File: config.mk
export PLATFORM = sky130hd
export DESIGN_NAME = gcc_adj_mem
export DESIGN_NICKNAME = d
export VERILOG_FILES = /design/src/gcc_pkg.sv /design/src/gcc_adj_mem.sv
export SDC_FILE = /design/constraint.sdc
export NUM_CORES = 2
export LEC_CHECK = 0
export BUFFER_PORTS_ARGS = -buffer_cell sky130_fd_sc_hd__buf_2
export CAP_MARGIN = 30
export CORE_MARGIN = 2
export CORE_UTILIZATION = 45
export CTS_CLUSTER_SIZE = 8
export DETAILED_ROUTE_END_ITERATION = 6
export GPL_TIMING_DRIVEN = 0
export PLACE_DENSITY = 0.64
export SETUP_SLACK_MARGIN = 0.15
export SYNTH_ARGS = -nofsm -noshare
export SYNTH_HDL_FRONTEND = slang
export SYNTH_SLANG_ARGS = --single-unit
File: constraint.sdc
create_clock -name clk -period 18.6 [get_ports clk]
set_input_delay 3.72 -clock clk [delete_from_list [all_inputs] [get_ports clk]]
set_output_delay 3.72 -clock clk [all_outputs]
set_load 0.02 [all_outputs]
File: src/gcc_pkg.sv
// Shared types and constants for the graph connectivity checker.
// No dependencies; every other source file imports this package.
`default_nettype none

package gcc_pkg;

  localparam int MAX_NODES_DEFAULT = 64;

  localparam int FIELD_NODE_W = 6;
  localparam int FIELD_CNT_W  = 7;
  localparam int FIELD_WGT_W  = 32;

  localparam logic ACT_EDGE  = 1'b0;
  localparam logic ACT_QUERY = 1'b1;

  localparam logic REG_NODE_COUNT = 1'b0;
  localparam logic REG_UNDIRECTED = 1'b1;

  localparam logic [FIELD_CNT_W-1:0] NODE_COUNT_RESET = '0;
  localparam logic                   UNDIRECTED_RESET = 1'b1;

  localparam logic STATUS_OK      = 1'b0;
  localparam logic STATUS_BAD_IDX = 1'b1;

  typedef enum logic [2:0] {
    ST_IDLE,
    ST_EDGE_RD,
    ST_EDGE_SRC,
    ST_EDGE_DST,
    ST_WALK
  } state_t;

  typedef struct packed {
    logic rd_en;
    logic wr_en;
  } adj_ctl_t;

endpackage

`default_nettype wire

File: src/gcc_adj_mem.sv
// Adjacency row memory: one write port, one registered read port.
// Per-row valid bits make unwritten rows read as zero after reset. Uses gcc_pkg.
`default_nettype none

module gcc_adj_mem
  import gcc_pkg::*;
#(
  parameter int MAX_NODES = MAX_NODES_DEFAULT,
  parameter int NODE_W    = $clog2(MAX_NODES)
) (
  input  wire logic                 clk,
  input  wire logic                 rst,
  input  wire adj_ctl_t             ctl,
  input  wire logic [NODE_W-1:0]    wr_addr,
  input  wire logic [MAX_NODES-1:0] wr_data,
  input  wire logic [NODE_W-1:0]    rd_addr,
  output logic      [MAX_NODES-1:0] rd_data
);

  logic [MAX_NODES-1:0] mem [MAX_NODES];
  logic [MAX_NODES-1:0] row_valid;
  logic [MAX_NODES-1:0] rd_q;
  logic                 rd_ok;

  always_ff @(posedge clk) begin
    if (ctl.wr_en) begin
      mem[wr_addr] <= wr_data;
    end
    if (ctl.rd_en) begin
      rd_q <= mem[rd_addr];
    end
  end

  always_ff @(posedge clk) begin
    if (rst) begin
      row_valid <= '0;
      rd_ok     <= 1'b0;
    end else begin
      if (ctl.wr_en) begin
        row_valid[wr_addr] <= 1'b1;
      end
      if (ctl.rd_en) begin
        rd_ok <= row_valid[rd_addr];
      end
    end
  end

  assign rd_data = rd_ok ? rd_q : '0;

endmodule

`default_nettype wire

---- Word-level counts from Yosys, hierarchy flattened ----
Memory sizes are Yosys's and may differ from the RTL's. A register that Yosys moved wholly into a read port is not among the register bits.
Index checks and enable logic that the tools add are counted.
word-level totals
  register bits ........................... 65
  RAM bits ................................ 4096
  word-level logic and storage cells ...... 15
  memories ................................ 1
cells by class
  $lt $le $gt $ge ......................... 3
  multiplexer cells ....................... 7
  bitwise operators ....................... 1
  reduce and logical (&&, ||, !) cells .... 1
memory list
  name  words  width  rd ports  clocked after memory_dff  wr ports  RTL line           source
  mem   64     64     1         1                         1         gcc_adj_mem.sv:20  logic [MAX_NODES-1:0] mem [MAX_NODES];
operator list
  cell                                                 count
  two-way mux 64 bit                                   1
  bitwise OR 64 bit                                    1
  < comparator 6 x 7 -> 1 bit, second input constant   2
  binary-select mux 1 bit (select 6 bit)               1
  demux 1 bit (select 6 bit)                           1
  >= comparator 6 x 1 -> 1 bit, second input constant  1
  two-way mux 1 bit                                    4
  logical AND 1 bit                                    1

---- Depth between registers and ports, before layout ----
  depth after elaboration ................. 5
  mapped depth ............................ 9
  gate-level depth less buffers ........... 5

---- Worst setup path before layout ----
OpenSTA, ideal clock, no wires.
  path type ............................... input port to flip-flop
  from .................................... in ctl[0] (netlist bit)
  to ...................................... mem mem[40][0] (netlist bit) (enable)
  data arrival time ....................... 8.597 ns
  setup slack ............................. 9.436 ns
  cell stages on the path ................. 3
  path through ............................ nor2b_1 > nand3_1 > nor3_1
between the ends
  cells in the longest elaborated chain, start to end .. 2
ends and longest elaborated chain
  item                                     RTL line           source
  from (decl)                              gcc_adj_mem.sv:13  input wire adj_ctl_t ctl,
  two-way mux 1 bit                        gcc_adj_mem.sv:26  if (ctl.wr_en) begin
  two-way mux 1 bit (not written as such)  gcc_adj_mem.sv:27  mem[wr_addr] <= wr_data;
  to (decl)                                gcc_adj_mem.sv:20
No other way between the ends.

---- Final worst setup path ----
  from .................................... reg rd_ok
  to ...................................... out rd_data[41]
between the ends
  cells in the longest elaborated chain, start to end .. 1
ends and longest elaborated chain
  item                    RTL line           source
  from (decl)             gcc_adj_mem.sv:23  logic rd_ok;
  from (signal assigned)  gcc_adj_mem.sv:43  rd_ok <= row_valid[rd_addr];
  two-way mux 64 bit      gcc_adj_mem.sv:48  assign rd_data = rd_ok ? rd_q : '0;
  to (decl)               gcc_adj_mem.sv:17  output logic [MAX_NODES-1:0] rd_data
No other way between the ends.

==> reports/results.txt <==
combinational share of power -> 0.047
Leakage -> 0.05935 uW
CTS HTree Levels -> 6
mux share of post-synthesis cell area -> 0.1824
cts repair resizes -> 0
Final Net Count -> 7511
Setup TNS -> 0 ns
CP endpoint kind -> output pin
via count -> 75580
Final Max Tran Viols -> 0
mapped cell area -> 159700 sq um
post-synthesis xor/xnor area fraction -> 0
fin crit share -> 0.3866
Syn Nets -> 6460
unrepaired setup endpoints after global routing -> no
GRT Total Usage -> 0.2371
hold slack -> 0.4694 ns
clock buffer depth -> 4
WP data required -> 14.88 ns
Synth Instances -> 6380
clock network latency to the later pin of the worst-skew pair -> 1.04 ns
Overflow after GRT -> 0
vias in the first global route -> 77650
Worst Hold End -> row_valid[24]$_SDFFE_PP0P_
Die X-Extent -> 599.7 um
Reg2Reg Setup Slack -> 16.16 ns
drt via density -> 6.150
share of cells above drive strength 1 -> 0.3475
setup violators final -> 0
post-route setup slack -> 11.41 ns
CTS tree -> done
Detailed Routing Iterations Pass 1 -> 5
clock transition at the registers of the reported paths -> 0.05 ns
Final GP Congestion -> 0.7924
initial DRC count -> 10240
Slew HR -> 0.2970
CTS Buf Count -> 599
simple-gate portion of the synthesized area -> 0.01030
Initial Utilization -> 0.4524
synth warn -> 0
std cell rows -> 218
Worst IR Drop VDD -> 0.09303 mV
post-CTS setup repair buffer count -> 0
clock root cell -> clkbuf_16
Final min period -> 7.191 ns
Hold Path Origin -> row_valid[24]$_SDFFE_PP0P_
Detailed Route WL -> 424400 um
sequential share of the synthesized area -> 0.7905
DRC -> 0
WP data arrival -> 3.47 ns
Sw Share -> 0.2109
hold-critical path depth -> 2
synth unique cells -> 32
Power Density -> 112.2 nW/um^2
hpwl dp -> 287300 um
CP Cell Sequence -> clkbuf_2 > buf_12 > clkbuf_1 > buf_8 > and2_1 > buf_2
Compound-Gate Fraction of Synth Area -> 0.007068
pin count of the biggest net entering global routing -> 65
CP Launch Type -> flip-flop
die area -> 359600 sq um
cell depth of the worst flop-to-flop path -> 4
Sequential Power Share -> 0.499
DRT antenna net count -> 0
Layout area overhead -> 18.45%
clock power share -> 0.454
worst-margin pin slew -> 1.055 ns
port bufs -> 137
sw power -> 4476 uW
largest stage delay on the critical path -> 0.59 ns
slowest CP cell -> and2_1
largest family of logic cells by synthesized area -> multiplexers
Clock Sinks -> 4225
first-pass GRT wire length -> 593500 um
die height -> 599.7 um
worst hold path type -> reg2reg
skew final -> 0.05934 ns
Peak Freq -> 139.1 MHz
Internal -> 16750 uW
Post-Place Worst Slack -> 10.35 ns
Critical R2R Capture -> rd_q[16]$_DFFE_PP_
Yosys reg bits -> 4225
Post-CTS Hold Buffers -> 0
CP Class -> reg2out
post-synthesis adder-cell area fraction -> 0
core area -> 353000 sq um
Max FO, Critical Path -> 6
Mean Syn Cell Area -> 25.03 sq um
FF-to-FF Start -> mem[36][16]$_DFFE_PP_
antenna violations before repair -> 33
status -> finished clean
count of final hold-check violations -> 0
Avg WL per Cell -> 34.54 um
max_cap viols -> 0
IO Count -> 144
## flip-flops by register name, indices dropped and copies added, names as in the netlist
register / cells
rd_ok: 1
rd_q: 64
row_valid: 64
mem: 4096
## per-stage QoR
stage               area (sq um)  utilization  power (uW)  instances
global route              189100       0.5358       21780      12280
global placement          166300       0.4711       11690      11250
finish                    189100       0.5359       21220      12290
CTS                       188200       0.5332       21330      12210
detailed placement        172000       0.4872       11750      11520
floorplan                 159700            -       11270       6380
## worst max-delay path by stage
| stage | cells after the start | from | to |
|---|---|---|---|
| 4_1_cts | 6 | rd_ok$_SDFFE_PP0P_ | rd_data[41] |
| 6_report | 6 | rd_ok$_SDFFE_PP0P_ | rd_data[41] |
| 3_5_place_dp | 8 | rd_addr[2] | rd_q[22]$_DFFE_PP_ |
| 2_1_floorplan | 3 | ctl[0] | mem[40][0]$_DFFE_PP_ |
| 3_3_place_gp | 4 | ctl[0] | mem[48][61]$_DFFE_PP_ |
| 5_1_grt | 6 | rd_ok$_SDFFE_PP0P_ | rd_data[42] |
## layout make-up
type / instances / area, sq um
sequential: 4225 / 126200
clock buffer: 640 / 15250
tap: 4730 / 5918
fill: 26090 / 163800
buffer: 340 / 1577
antenna: 32 / 80.08
clock inverter: 56 / 993.5
timing repair buffer: 450 / 6719
multi-input combinational: 1815 / 32380
## routing by layer
| layer | up-vias | wire (um) | share of wire | GRT usage |
|---|---|---|---|---|
| li1 | 29710 | - | - | - |
| met1 | 41000 | 161900 | 0.38 | 0.3211 |
| met2 | 4086 | 205100 | 0.48 | 0.3776 |
| met3 | 776 | 37980 | 0.089 | 0.04570 |
| met4 | 8 | 19400 | 0.046 | 0.1051 |
| met5 | - | 51 | 0.00012 | 0 |
## synthesized netlist by cell type
master | number | area share
a2111oi_0 | 3 | 0.00016
nand2_1 | 73 | 0.0017
buf_4 | 11 | 0.00052
buf_2 | 95 | 0.0030
nand3_1 | 10 | 0.00031
clkbuf_1 | 170 | 0.0040
a211oi_1 | 3 | 0.00014
o41ai_1 | 1 | 0.000055
nor2b_1 | 15 | 0.00059
mux4_2 | 1290 | 0.18
a21oi_1 | 1 | 0.000031
o22ai_1 | 2 | 0.000078
mux2_2 | 5 | 0.00035
nor3_1 | 4 | 0.00013
nand2b_1 | 9 | 0.00035
a311oi_1 | 2 | 0.00011
o21ai_0 | 1 | 0.000031
buf_6 | 15 | 0.0011
a31oi_1 | 1 | 0.000039
nor2_1 | 186 | 0.0044
nand4_1 | 2 | 0.000078
buf_1 | 49 | 0.0012
nor4_1 | 2 | 0.000078
and2_1 | 66 | 0.0026
mux2i_1 | 2 | 0.00013
o21ba_2 | 4 | 0.00025
a22oi_1 | 130 | 0.0061
dfxtp_1 | 65 | 0.0081
edfxtp_1 | 4160 | 0.78
or3_1 | 1 | 0.000039
nand3b_1 | 1 | 0.000047
o2bb2ai_1 | 1 | 0.000055
## layout by cell type, fill, tap and decap left out, types with 39 or more instances in the layout
master / n
edfxtp_1: 4160
mux4_2: 1290
clkbuf_16: 604
buf_2: 232
buf_12: 203
clkbuf_1: 185
a22oi_1: 130
nor2_1: 125
nand2_1: 73
and2_1: 66
dfxtp_1: 65
nor2_4: 61
buf_6: 49
buf_1: 48
buf_8: 39
## critical path, delay by kind of cell (launching register included)
family / cells / cell delay (ns)
and+or+nand+nor: 1 / 0.59
DFF: 1 / 0.36
buffers and inverters: 5 / 1.47
## logic make-up (layout without fill, tap and decap cells)
family / Yosys count / in the layout
flops: 4225 / 4225
mux: 1297 / 1297
simple gates: 369 / 369
buf+inv: 340 / 1486
compound gates: 149 / 149
other cells: 0 / 32
## power groups by stage
| stage | Sequential (uW) | Clock [uW] | Combinational (uW) |
|---|---|---|---|
| 4_1_cts | 10600 | 9760 | 988 |
| 3_5_place_dp | 10800 | 0 | 984 |
| 5_1_grt | 10600 | 10200 | 1050 |
| 2_1_floorplan | 10800 | 0 | 517 |
| 3_3_place_gp | 10800 | 0 | 923 |
| 6_report | 10600 | 9640 | 1000 |
(Power assumes the default switching activity.)
