### config.mk
export PLATFORM = sky130hd
export DESIGN_NAME = gcc_ctrl
export DESIGN_NICKNAME = d
export VERILOG_FILES = /design/src/gcc_pkg.sv /design/src/gcc_ctrl.sv
export SDC_FILE = /design/constraint.sdc
export NUM_CORES = 1
export LEC_CHECK = 0
export ABC_CLOCK_PERIOD_IN_PS = 3950
export BUFFER_PORTS_ARGS = -buffer_cell sky130_fd_sc_hd__buf_2
export CAP_MARGIN = 10
export CELL_PAD_IN_SITES_DETAIL_PLACEMENT = 0
export CELL_PAD_IN_SITES_GLOBAL_PLACEMENT = 1
export CORE_MARGIN = 5
export CORE_UTILIZATION = 39
export CTS_BUF_LIST = sky130_fd_sc_hd__clkbuf_16
export DETAILED_ROUTE_END_ITERATION = 16
export GPL_TIMING_DRIVEN = 1
export PLACE_DENSITY_LB_ADDON = 0.1
export SYNTH_ARGS = -nofsm -noshare
export SYNTH_HDL_FRONTEND = slang
export SYNTH_SLANG_ARGS = --single-unit
export TNS_END_PERCENT = 50
### constraint.sdc
create_clock -name clk -period 3.95 [get_ports clk]
set_input_delay 0.1975 -clock clk [delete_from_list [all_inputs] [get_ports clk]]
set_output_delay 0.1975 -clock clk [all_outputs]
set_load 0.01 [all_outputs]
### src/gcc_pkg.sv
// Shared types and constants for the graph connectivity checker.
// No dependencies; every other source file imports this package.
`default_nettype none

package gcc_pkg;

  localparam int MAX_NODES_DEFAULT = 64;

  localparam int FIELD_NODE_W = 6;
  localparam int FIELD_CNT_W  = 7;
  localparam int FIELD_WGT_W  = 32;

  localparam logic ACT_EDGE  = 1'b0;
  localparam logic ACT_QUERY = 1'b1;

  localparam logic REG_NODE_COUNT = 1'b0;
  localparam logic REG_UNDIRECTED = 1'b1;

  localparam logic [FIELD_CNT_W-1:0] NODE_COUNT_RESET = '0;
  localparam logic                   UNDIRECTED_RESET = 1'b1;

  localparam logic STATUS_OK      = 1'b0;
  localparam logic STATUS_BAD_IDX = 1'b1;

  typedef enum logic [2:0] {
    ST_IDLE,
    ST_EDGE_RD,
    ST_EDGE_SRC,
    ST_EDGE_DST,
    ST_WALK
  } state_t;

  typedef struct packed {
    logic rd_en;
    logic wr_en;
  } adj_ctl_t;

endpackage

`default_nettype wire

### src/gcc_ctrl.sv
// Request sequencer: edge read-modify-write and the reachability walk.
// Drives gcc_adj_mem through an adj_ctl_t bundle. Uses gcc_pkg.
`default_nettype none

module gcc_ctrl
  import gcc_pkg::*;
#(
  parameter int MAX_NODES = MAX_NODES_DEFAULT,
  parameter int NODE_W    = $clog2(MAX_NODES),
  parameter int CNT_W     = $clog2(MAX_NODES + 1)
) (
  input  wire logic                    clk,
  input  wire logic                    rst,
  input  wire logic                    start,
  output logic                         busy,
  input  wire logic                    action,
  input  wire logic [FIELD_NODE_W-1:0] source_node,
  input  wire logic [FIELD_NODE_W-1:0] target_node,
  input  wire logic [FIELD_WGT_W-1:0]  edge_weight,
  input  wire logic [CNT_W-1:0]        cnt,
  input  wire logic                    undirected,
  output adj_ctl_t                     mem_ctl,
  output logic      [NODE_W-1:0]       mem_wr_addr,
  output logic      [MAX_NODES-1:0]    mem_wr_data,
  output logic      [NODE_W-1:0]       mem_rd_addr,
  input  wire logic [MAX_NODES-1:0]    mem_rd_data,
  output logic                         done,
  output logic                         status,
  output logic                         is_connected,
  output logic      [FIELD_CNT_W-1:0]  reached_count
);

  state_t state, state_next;

  logic [NODE_W-1:0]    src_idx;
  logic [NODE_W-1:0]    dst_idx;
  logic                 present;
  logic                 same_node;
  logic [MAX_NODES-1:0] active_mask;
  logic [MAX_NODES-1:0] visited;
  logic [MAX_NODES-1:0] pending;
  logic [CNT_W-1:0]     count;
  logic                 inflight;

  logic                 accept;
  logic                 bad_idx;
  logic                 mirror;
  logic                 have;
  logic                 walk_end;
  logic                 finish;
  logic [MAX_NODES-1:0] pick_oh;
  logic [NODE_W-1:0]    pick_idx;
  logic [MAX_NODES-1:0] new_bits;
  logic [MAX_NODES-1:0] mask_now;
  logic                 first_node;

  assign accept    = start && (state == ST_IDLE);
  assign bad_idx   = (int'(source_node) >= int'(cnt)) || (int'(target_node) >= int'(cnt));
  assign mirror    = undirected && !same_node;
  assign have      = |pending;
  assign walk_end  = !have && !inflight;
  assign pick_oh   = pending & (~pending + MAX_NODES'(1));
  assign new_bits  = inflight ? (mem_rd_data & active_mask & ~visited) : '0;
  assign first_node = (cnt != '0);

  always_comb begin
    pick_idx = '0;
    for (int i = 0; i < MAX_NODES; i++) begin
      if (pick_oh[i]) begin
        pick_idx = pick_idx | NODE_W'(i);
      end
    end
  end

  always_comb begin
    for (int i = 0; i < MAX_NODES; i++) begin
      mask_now[i] = (CNT_W'(i) < cnt);
    end
  end

  always_comb begin
    state_next = state;
    unique case (state)
      ST_IDLE: begin
        if (accept) begin
          if (action == ACT_QUERY) begin
            state_next = ST_WALK;
          end else if (!bad_idx) begin
            state_next = ST_EDGE_RD;
          end
        end
      end
      ST_EDGE_RD:  state_next = ST_EDGE_SRC;
      ST_EDGE_SRC: state_next = mirror ? ST_EDGE_DST : ST_IDLE;
      ST_EDGE_DST: state_next = ST_IDLE;
      ST_WALK:     state_next = walk_end ? ST_IDLE : ST_WALK;
      default:     state_next = ST_IDLE;
    endcase
  end

  always_comb begin
    mem_ctl     = '0;
    mem_rd_addr = src_idx;
    mem_wr_addr = src_idx;
    mem_wr_data = mem_rd_data;
    finish      = 1'b0;
    busy        = (state != ST_IDLE);
    unique case (state)
      ST_IDLE: begin
        finish = accept && (action == ACT_EDGE) && bad_idx;
      end
      ST_EDGE_RD: begin
        mem_ctl.rd_en = 1'b1;
      end
      ST_EDGE_SRC: begin
        mem_ctl.wr_en        = 1'b1;
        mem_wr_data[dst_idx] = present;
        mem_ctl.rd_en        = mirror;
        mem_rd_addr          = dst_idx;
        finish               = !mirror;
      end
      ST_EDGE_DST: begin
        mem_ctl.wr_en        = 1'b1;
        mem_wr_addr          = dst_idx;
        mem_wr_data[src_idx] = present;
        finish               = 1'b1;
      end
      ST_WALK: begin
        mem_ctl.rd_en = have;
        mem_rd_addr   = pick_idx;
        finish        = walk_end;
      end
      default: begin
        finish = 1'b0;
      end
    endcase
  end

  always_ff @(posedge clk) begin
    if (rst) begin
      state    <= ST_IDLE;
      done     <= 1'b0;
      inflight <= 1'b0;
    end else begin
      state    <= state_next;
      done     <= finish;
      inflight <= (state == ST_WALK) && have;
    end
  end

  always_ff @(posedge clk) begin
    if (accept) begin
      src_idx     <= NODE_W'(source_node);
      dst_idx     <= NODE_W'(target_node);
      present     <= !edge_weight[FIELD_WGT_W-1] && (edge_weight != '0);
      same_node   <= (source_node == target_node);
      active_mask <= mask_now;
      visited     <= MAX_NODES'(first_node);
      pending     <= MAX_NODES'(first_node);
      count       <= '0;
    end else if (state == ST_WALK) begin
      visited <= visited | new_bits;
      pending <= (pending & ~pick_oh) | new_bits;
      count   <= count + CNT_W'(have);
    end
  end

  always_ff @(posedge clk) begin
    if (finish) begin
      if (state == ST_WALK) begin
        status        <= STATUS_OK;
        is_connected  <= (count == cnt);
        reached_count <= FIELD_CNT_W'(count);
      end else begin
        status        <= (state == ST_IDLE) ? STATUS_BAD_IDX : STATUS_OK;
        is_connected  <= 1'b0;
        reached_count <= '0;
      end
    end
  end

endmodule

`default_nettype wire

# ---- Word level (Yosys, flattened, before mapping)
# Cells that the tools add are included.
dict set report classes {
  add_sub_neg 2
  n_lt_le_gt_ge 70
  n_eq_ne 8
  mux 103
  bitwise_logic 10
  n_reduce_logical 23
}
# cell n
set ops {}
lappend ops {{2-to-1 mux 64 bit} 5}
lappend ops {{bitwise AND 64 bit} 4}
lappend ops {{< comparator 6 x 7 -> 1 bit (first input constant)} 32}
lappend ops {{2-to-1 mux 6 bit} 33}
lappend ops {{NOT 64 bit} 3}
lappend ops {{bitwise mux 64 bit} 2}
lappend ops {{bitwise OR 64 bit} 2}
lappend ops {{one-hot mux 64 bit (2 select lines)} 1}
lappend ops {{< comparator 5 x 7 -> 1 bit (first input constant)} 16}
lappend ops {{2-to-1 mux 5 bit} 16}
lappend ops {{adder 64 x 1 -> 64 bit (second input constant)} 1}
lappend ops {{OR reduction 64 bit} 1}
lappend ops {{< comparator 4 x 7 -> 1 bit (first input constant)} 8}
lappend ops {{2-to-1 mux 3 bit} 14}
lappend ops {{2-to-1 mux 4 bit} 8}
lappend ops {{nonzero test 32 bit} 1}
lappend ops {{< comparator 3 x 7 -> 1 bit (first input constant)} 4}
lappend ops {{2-to-1 mux 7 bit} 4}
lappend ops {{>= comparator 6 x 7 -> 1 bit} 2}
lappend ops {{< comparator 1 x 7 -> 1 bit (first input constant)} 2}
lappend ops {{< comparator 2 x 7 -> 1 bit (first input constant)} 2}
lappend ops {{< comparator 6 x 7 -> 1 bit (second input constant)} 2}
lappend ops {{demux 1 bit (select 6 bit)} 2}
lappend ops {{>= comparator 6 x 1 -> 1 bit (second input constant)} 2}
lappend ops {{other kinds (24)} 49}
dict set report totals {
  register_bits 227
  inputBits 120
  out_inout_bits 89
}

# ---- Logic depth before layout (Yosys ltp)
# Gate-level depths: netlist of run 1.
dict set report depth {
  depth_word 67
  ltp_mapped 11
}

# ---- Worst setup path after synthesis of run 1
# No wires, ideal clock.
dict set report synth_path {
  kind {register to register}
  from {register state[1]}
  to {register active_mask[0], enable pin}
  setup_time_ns 0.473
  arrival_time_ns 3.718
  slack_ns -0.241
  stages_incl_launch_ff 7
  n_path_buf 3
  path_cell_list {dfxtp_1 nor3_1 nand2_1 inv_1 clkbuf_1 clkbuf_1 clkbuf_1}
}
dict set report synth_via {
  elab_chain_len 2
}
# item line
set synth_lines {}
lappend synth_lines {{from (decl)} gcc_ctrl.sv:33} ;# state_t state, state_next;
lappend synth_lines {{from (signal assigned)} gcc_ctrl.sv:145} ;# state <= state_next;
lappend synth_lines {{logical NOT 3 bit} gcc_ctrl.sv:57} ;# assign accept = start && (state == ST_IDLE);
lappend synth_lines {{logical AND 1 bit} gcc_ctrl.sv:57}
lappend synth_lines {{via accept} gcc_ctrl.sv:45} ;# logic accept;
lappend synth_lines {{to (signal assigned)} gcc_ctrl.sv:157} ;# active_mask <= mask_now;
lappend synth_lines {{to (decl)} gcc_ctrl.sv:39} ;# logic [MAX_NODES-1:0] active_mask;
# The timed path passes the listed nets, and every way through them passes these cells.
# A chain may end at the register's enable or synchronous reset.

# ---- Final worst setup path of run 1
dict set report layout_path {
  from {register pending[46]}
  to {output port mem_rd_addr[2]}
}
dict set report layout_via {
  elab_chain_len 22
}
# item line
set layout_lines {}
lappend layout_lines {{from (decl)} gcc_ctrl.sv:41} ;# logic [MAX_NODES-1:0] pending;
lappend layout_lines {{from (signal assigned)} gcc_ctrl.sv:159} ;# pending <= MAX_NODES'(first_node);
lappend layout_lines {{from (signal assigned)} gcc_ctrl.sv:163} ;# pending <= (pending & ~pick_oh) | new_bits;
lappend layout_lines {{NOT 64 bit} gcc_ctrl.sv:62} ;# assign pick_oh = pending & (~pending + MAX_NODES'(1));
lappend layout_lines {{adder 64 x 1 -> 64 bit} gcc_ctrl.sv:62}
lappend layout_lines {{bitwise AND 64 bit (*)} gcc_ctrl.sv:62}
lappend layout_lines {{2-to-1 mux 6 bit (17 in a row)} gcc_ctrl.sv:69} ;# if (pick_oh[i]) begin
lappend layout_lines {{2-to-1 mux 6 bit (*)} gcc_ctrl.sv:69}
lappend layout_lines {{one-hot mux 6 bit (2 select lines) (*)} gcc_ctrl.sv:108} ;# unique case (state)
lappend layout_lines {{to (decl)} gcc_ctrl.sv:25} ;# output logic [NODE_W-1:0] mem_rd_addr,
# Every way passes the cells marked *; elsewhere a longest branch is shown, timed or not.

==> run metrics, run 1 <==
status=complete, no violations; final clock skew=0.0189 ns; row cnt=66; post-route ant nets=0; Clk Latency, worst-skew pair=0.54 ns; Inst Count DP=2,059; switching share of power=33.2%; clock root buffer=clkbuf_16; sequential share of power=40.1%; highest ir drop seen on vdd=0.000250 V; worst hold stages=3; die extent in y=191 um; die area=36,400 um2; CP Max Fanout=6; worst-margin pin slew=1.13 ns; reg2reg end=count[6]; CTS tree=done; Initial Utilization=39.3%; final slew viol count=0; final instance area=15,500 um2; number of synthesized register bits=227; Final Hold Viols=0; Core Region=32,400 um2; Setup-failing EPs final=0; max_slew headroom=24.7%; startpoint types=flip-flop; # H-tree levels=1; port buffer count=208; Core Util, Final=47.9%; Seq/Total Area, Yosys=42.7%; worst hold-check path type=primary input to flip-flop; pin count of the biggest net entering global routing=214; synth-to-layout area growth=21.8%; Sinks on Clock Net=227; Sum Neg Setup Slack=0 ns; RSZ-0062 raised after global routing=yes; DRC viols=0; Place WS=0.630 ns; first-pass GRT wire length=78,600 um; Internal Power=4.52 mW; Tot Pwr=6.77 mW; Syn Area/Cell=8.61 um2; CP required=3.75 ns; Detailed Route Iter0 Violations=1,334; CP Class=flip-flop to output pin; Mapped Cells=1,479; drt wl/cell=25.1 um; Final WS setup=0.141 ns; yosys warns=0; maxcap violations=0; initial antenna violation count=1; Non-Filler Instances=2,151; pwr/cell area=437 nW/um2; hold_sp=mem_rd_data[61]; fmax=263 MHz; total track usage=28.5%; Num CTS Buffers=27; DRT Wirelength=54,000 um; FF-to-FF setup slack=0.60 ns; combinational share of power=24.3%; nets@finish=1,822; crit path DAT=3.61 ns; Syn Nets=1,613; RR Startpoint=pending[46]; Die Wd=191 um; Final min period=3.81 ns; crit path capture type=output pin; Post-CTS Setup Inserts=0; Detailed Routing Iterations Pass 1=5; Reg2Reg Depth=9; cell area after synthesis=12,700 um2; layout cell share with drive strength beyond 1=23.1%; asr flop ratio synth=0%; Sw Pwr=2.25 mW; fin crit share=96.4%; global route total overflow=0; Via density=6.03; placed cell area=14,200 um2; main flop type after synthesis=dfxtp_1; DR vias=13,000; Max clock buf depth=3; Leakage=5.53 nW; via count of the first global-routing pass=12,200; Clock Power Share=35.7%; routability cong.=0.900; IO Pins=209; dpl hpwl=40,300 um; Hold EP=visited[61]; hold_ws=0.0159 ns; Clock Pin Slew Worst Setup and Hold Paths=0.06 ns; post-synth cell types=75; number of synthesized flops with an enable pin=89
==> sequential cells by signal, summed over array words and instances (netlist names) <==
signal	count
visited	64
reached_count	7
state	3
inflight	1
done	1
status	1
dst_idx	6
same_node	1
count	7
active_mask	64
is_connected	1
pending	64
present	1
src_idx	6
==> power by group through the flow <==
stage,combinational (mW),sequential (mW),clock (mW)
6_report,1.64,2.71,2.41
5_1_grt,1.76,2.72,2.55
4_1_cts,1.60,2.71,2.45
3_5_place_dp,1.56,2.75,0
3_3_place_gp,1.58,2.75,0
2_1_floorplan,0.948,2.69,0
==> worst max-delay path: stages, from the launching register on <==
cell,delay (ns)
dfxtp_1,0.36
or4_1,0.67
nor4_2,0.52
and2_1,0.28
and3_1,0.29
a2111o_1,0.21
nor4b_1,0.07
a32oi_1,0.44
buf_2,0.24
==> cells by family after synthesis <==
group	count (synthesis)	share of synthesized area (%)
compound gates	371	17.4
xor+xnor	18	1.24
fa+ha+maj	14	1.38
buf+inv	172	5.25
flops	227	42.7
mux	71	6.27
simple gates	606	25.8
==> synthesized netlist by cell type, drive strengths merged, types with 2 or more instances <==
library cell / count / area, um2
nand3b: 8 / 72.6
o31ai: 11 / 82.6
and3b: 3 / 26.3
o211ai: 3 / 22.5
nand3: 36 / 180
a31o: 3 / 26.3
nor4: 32 / 253
nor3: 100 / 516
and2: 12 / 75.1
nor4b: 5 / 43.8
xnor2: 10 / 87.6
nor3b: 11 / 82.6
edfxtp: 89 / 2670
or4b: 2 / 23.8
xor2: 8 / 70.1
a211oi: 6 / 45.0
a21boi: 2 / 15.0
a31oi: 99 / 619
and3: 11 / 68.8
o21bai: 2 / 15.0
a32oi: 5 / 43.8
or2: 8 / 50.1
nand4b: 34 / 304
nand2b: 8 / 50.1
a22oi: 6 / 45.0
nand2: 91 / 344
mux2: 70 / 788
nor2b: 6 / 37.5
inv: 65 / 244
or4: 5 / 37.5
a2bb2oi: 2 / 17.5
or3b: 6 / 52.6
buf: 22 / 105
dfxtp: 138 / 2760
ha: 14 / 175
o21ai: 70 / 350
o2111ai: 4 / 35.0
nor2: 151 / 567
a21oi: 131 / 656
a222oi: 2 / 20.0
a21o: 5 / 37.5
nand4: 61 / 388
or3: 12 / 80.1
o41ai: 8 / 70.1
clkbuf: 84 / 315
==> worst max path at each step <==
| stage | startpoint | end | slack [ns] |
|---|---|---|---|
| detailed placement | pending[11] | mem_rd_addr[1] | 0.63 |
| CTS | pending[11] | mem_rd_addr[1] | 0.06 |
| floorplan | state[1] | active_mask[0] | 1.00 |
| global placement | pending[1] | mem_rd_addr[1] | 0.41 |
| global route | pending[0] | mem_rd_addr[2] | -0.03 |
| finish | pending[46] | mem_rd_addr[2] | 0.14 |
==> placed cells by master (no fill, tap or decap), types with 6 or more instances in the layout <==
cell type,count
a21oi_1,131
a22oi_1,6
a31oi_1,99
and2_1,11
and3_1,11
buf_2,208
buf_4,35
clkbuf_16,28
clkinv_1,7
dfxtp_1,137
dlygate4sd3_1,42
edfxtp_1,89
ha_1,14
inv_1,69
mux2_2,70
nand2_1,90
nand2b_1,7
nand3_1,36
nand3b_1,7
nand4_1,60
nand4b_1,33
nor2_1,151
nor2b_1,6
nor3_1,96
nor3b_1,11
nor4_1,25
nor4_2,6
o21ai_0,70
o31ai_1,11
o41ai_1,8
or2_2,8
or3_1,11
xnor2_1,10
xor2_1,8
==> per-layer routing <==
metal  up-vias  track usage [%]  wire (um)
met5         -                0          0
met4         0             7.40       1420
met3        79             5.42       4330
met2       570             44.4      24100
met1      6335             40.7      24100
li1       5996                -          -
==> layout make-up <==
cell class                      instances  area, um2
Antenna cell                            1       2.50
Timing Repair Buffer                  286       1740
Tap cell                              442        553
Clock buffer                           28        701
Inverter                               66        253
Clock inverter                         21        153
Fill cell                            3283      16900
Sequential cell                       227       5440
Multi-Input combinational cell       1080       6660
==> timing repair <==
item | CTS | global route
hold buffers | 42 | 0
endpoints found under the hold margin | 45 | 0
resized for setup | 0 | 5
setup endpoints to repair | 0 | 3
Power figures use the tool's default switching activity.
==> run 2, diff against run 1 <==
==> constraint.sdc (replaced) <==
create_clock -name clk -period 3.95 [get_ports clk]
set_input_delay 0.1975 -clock clk [delete_from_list [all_inputs] [get_ports clk]]
set_output_delay 0.1975 -clock clk [all_outputs]
set_load 0.02 [all_outputs]
==> run metrics, run 2 (synthesized netlist as in run 1, its figures left out) <==
Place WS=0.710 ns (+0.0803 ns); clock root buffer=clkbuf_16; port buffer count=208 (unchanged); placed cell area=14,200 um2 (-0.21%); worst hold stages=3 (unchanged); Detailed Route Iter0 Violations=1,305 (-2.2%); # H-tree levels=1 (unchanged); Initial Utilization=39.3% (unchanged); drt wl/cell=24.8 um (-1.2%); DR vias=12,800 (-1.1%); Sum Neg Setup Slack=0 ns (unchanged); CTS tree=done; routability cong.=0.941 (+4.6%); Core Region=32,400 um2 (unchanged); maxcap violations=0 (unchanged); worst-margin pin slew=1.17 ns (+0.0450 ns); via count of the first global-routing pass=12,100 (-1.4%); multi-input logic area=6660 um2 (unchanged); FF-to-FF setup slack=0.67 ns (+0.07 ns); crit path DAT=3.47 ns (-0.14 ns); CP delay by family, top=simple AND/OR/NAND/NOR gates; die area=36,400 um2 (unchanged); nets@finish=1,816 (-0.33%); commonest non-fill, non-tap cells in the layout=208 x buf_2, 151 x nor2_1, 137 x dfxtp_1; dpl hpwl=39,700 um (-1.5%); crit path capture type=output pin; layout cell share with drive strength beyond 1=23.0% (-0.036 points); crit-path max cell delay=0.56 ns (-0.11 ns); Reg2Reg Depth=9 (unchanged); first-pass GRT wire length=77,900 um (-0.78%); Storage cell area=5440 um2 (unchanged); initial antenna violation count=0 (-1); top flop regs=active_mask (64), pending (64), visited (64); Crit-path slowest cell=or4b_4; DRC viols=0 (unchanged); RSZ-0062 raised after global routing=no; Max clock buf depth=3 (unchanged); Die Wd=191 um (unchanged); IO Pins=209 (unchanged); Antenna Cells=0 (-1); pin count of the biggest net entering global routing=214 (unchanged); Num CTS Buffers=27 (unchanged); fin crit share=92.8% (-3.6 points); # fillers=3,206 (-2.3%); pwr/cell area=431 nW/um2 (-1.2%); Final Hold Viols=0 (unchanged); post-route ant nets=0 (unchanged); most common cell after layout, fill and taps aside=buf_2; critical path cell sequence=nor4_4 -> buf_4 -> nand3b_4 -> or3_4 -> or4b_4 -> nand4_1 -> nor4b_1 -> a32oi_2 -> buf_2; final clock skew=0.0129 ns (-0.00605 ns); Sinks on Clock Net=227 (unchanged); CP Max Fanout=9 (+3); CP required=3.75 ns (about the same); fmax=273 MHz (+3.9%); worst hold-check path type=primary input to flip-flop; Via density=5.99 (-0.81%); CP Class=flip-flop to output pin; Clock Pin Slew Worst Setup and Hold Paths=0.06 ns (about the same); global route total overflow=0 (unchanged); Final WS setup=0.285 ns (+0.144 ns); synth-to-layout area growth=20.8%; startpoint types=flip-flop; DRT Wirelength=53,100 um (-1.6%); final instance area=15,400 um2 (-0.81%); row cnt=66 (unchanged); status=complete, no violations; max_slew headroom=21.2% (-3.4 points); Core Util, Final=47.5% (-0.39 points); Setup-failing EPs final=0 (unchanged); stages on the worst setup path=9 (+1); Final min period=3.67 ns (-0.144 ns); total track usage=28.2% (-0.30 points); Detailed Routing Iterations Pass 1=6 (+1); Clk Latency, worst-skew pair=0.53 ns (about the same); die extent in y=191 um (unchanged); final slew viol count=0 (unchanged); Buf+Inv Stages, Crit Path=2 (+1); Leakage=5.49 nW (-0.76%); highest ir drop seen on vdd=0.000335 V (+34%)
==> run 2: cell count changes in the layout (fill, tap and decap cells not counted), moves of 2 or more <==
cell           change
inv_1              +2
dlygate4sd3_1      -5
bufinv_16          -2
clkinv_2           +2
clkinvlp_4         -2
==> run 2: stage by stage <==
step | hold slack, ns | std cells | power (mW)
finish | 0.00910 | 2144 | 6.64
global route | 0.0200 | 2144 | 6.91
CTS | 0.000913 | 2141 | 6.62
detailed placement | 0.423 | 2055 | 4.34
global placement | 0.421 | 2055 | 4.34
floorplan | 0.267 | 1479 | 3.70
==> run 2: path summary, 6_finish.rpt <==
path	end	start
worst max register to register	count[6]	pending[47]
worst max-delay path	mem_rd_addr[2]	pending[0]
worst min register to register	visited[40]	visited[40]
worst min-delay path	visited[49]	mem_rd_data[49]
==> run 2: cell type report <==
class	count	area share, %
Multi-Input combinational cell	1080	43.3
Sequential cell	227	35.4
Timing Repair Buffer	280	11.0
Clock buffer	27	4.39
Tap cell	442	3.60
Inverter	66	1.64
Clock inverter	22	0.724
==> run 2: where the power goes <==
| part | total, mW | switching [mW] | internal (mW) | leakage (nW) |
|---|---|---|---|---|
| registers | 2.72 | 0.132 | 2.59 | 1.90 |
| logic | 1.67 | 1.15 | 0.521 | 3.17 |
| clock network | 2.25 | 1.00 | 1.24 | 0.416 |
==> run 2: routing by layer <==
metal  global-route usage, %  vias to the layer above  share of wire (%)
met5                       0                        -                  0
met4                    5.61                        0                2.2
met3                    4.43                       79                7.5
met2                    45.2                      569                 46
met1                    40.5                     6213                 45
li1                        -                     5972                  -
==> run 2: timing repair <==
item                       in CTS  in global routing
setup endpoints to repair       0                  2
gates resized for setup         0                  4
hold endpoints to repair       40                  0
setup buffers                   0                  3
hold buffers                   37                  0
==> run 2: worst reg2reg max path, cell delays in order (launching register included) <==
cell and delay [ns]:
dfxtp_1 0.38, or4_1 0.65, nor4_2 0.47, and2_1 0.28
nand4_1 0.37, ha_1 0.42, ha_1 0.24, nand4_1 0.12
xor2_1 0.15, nor2_1 0.05
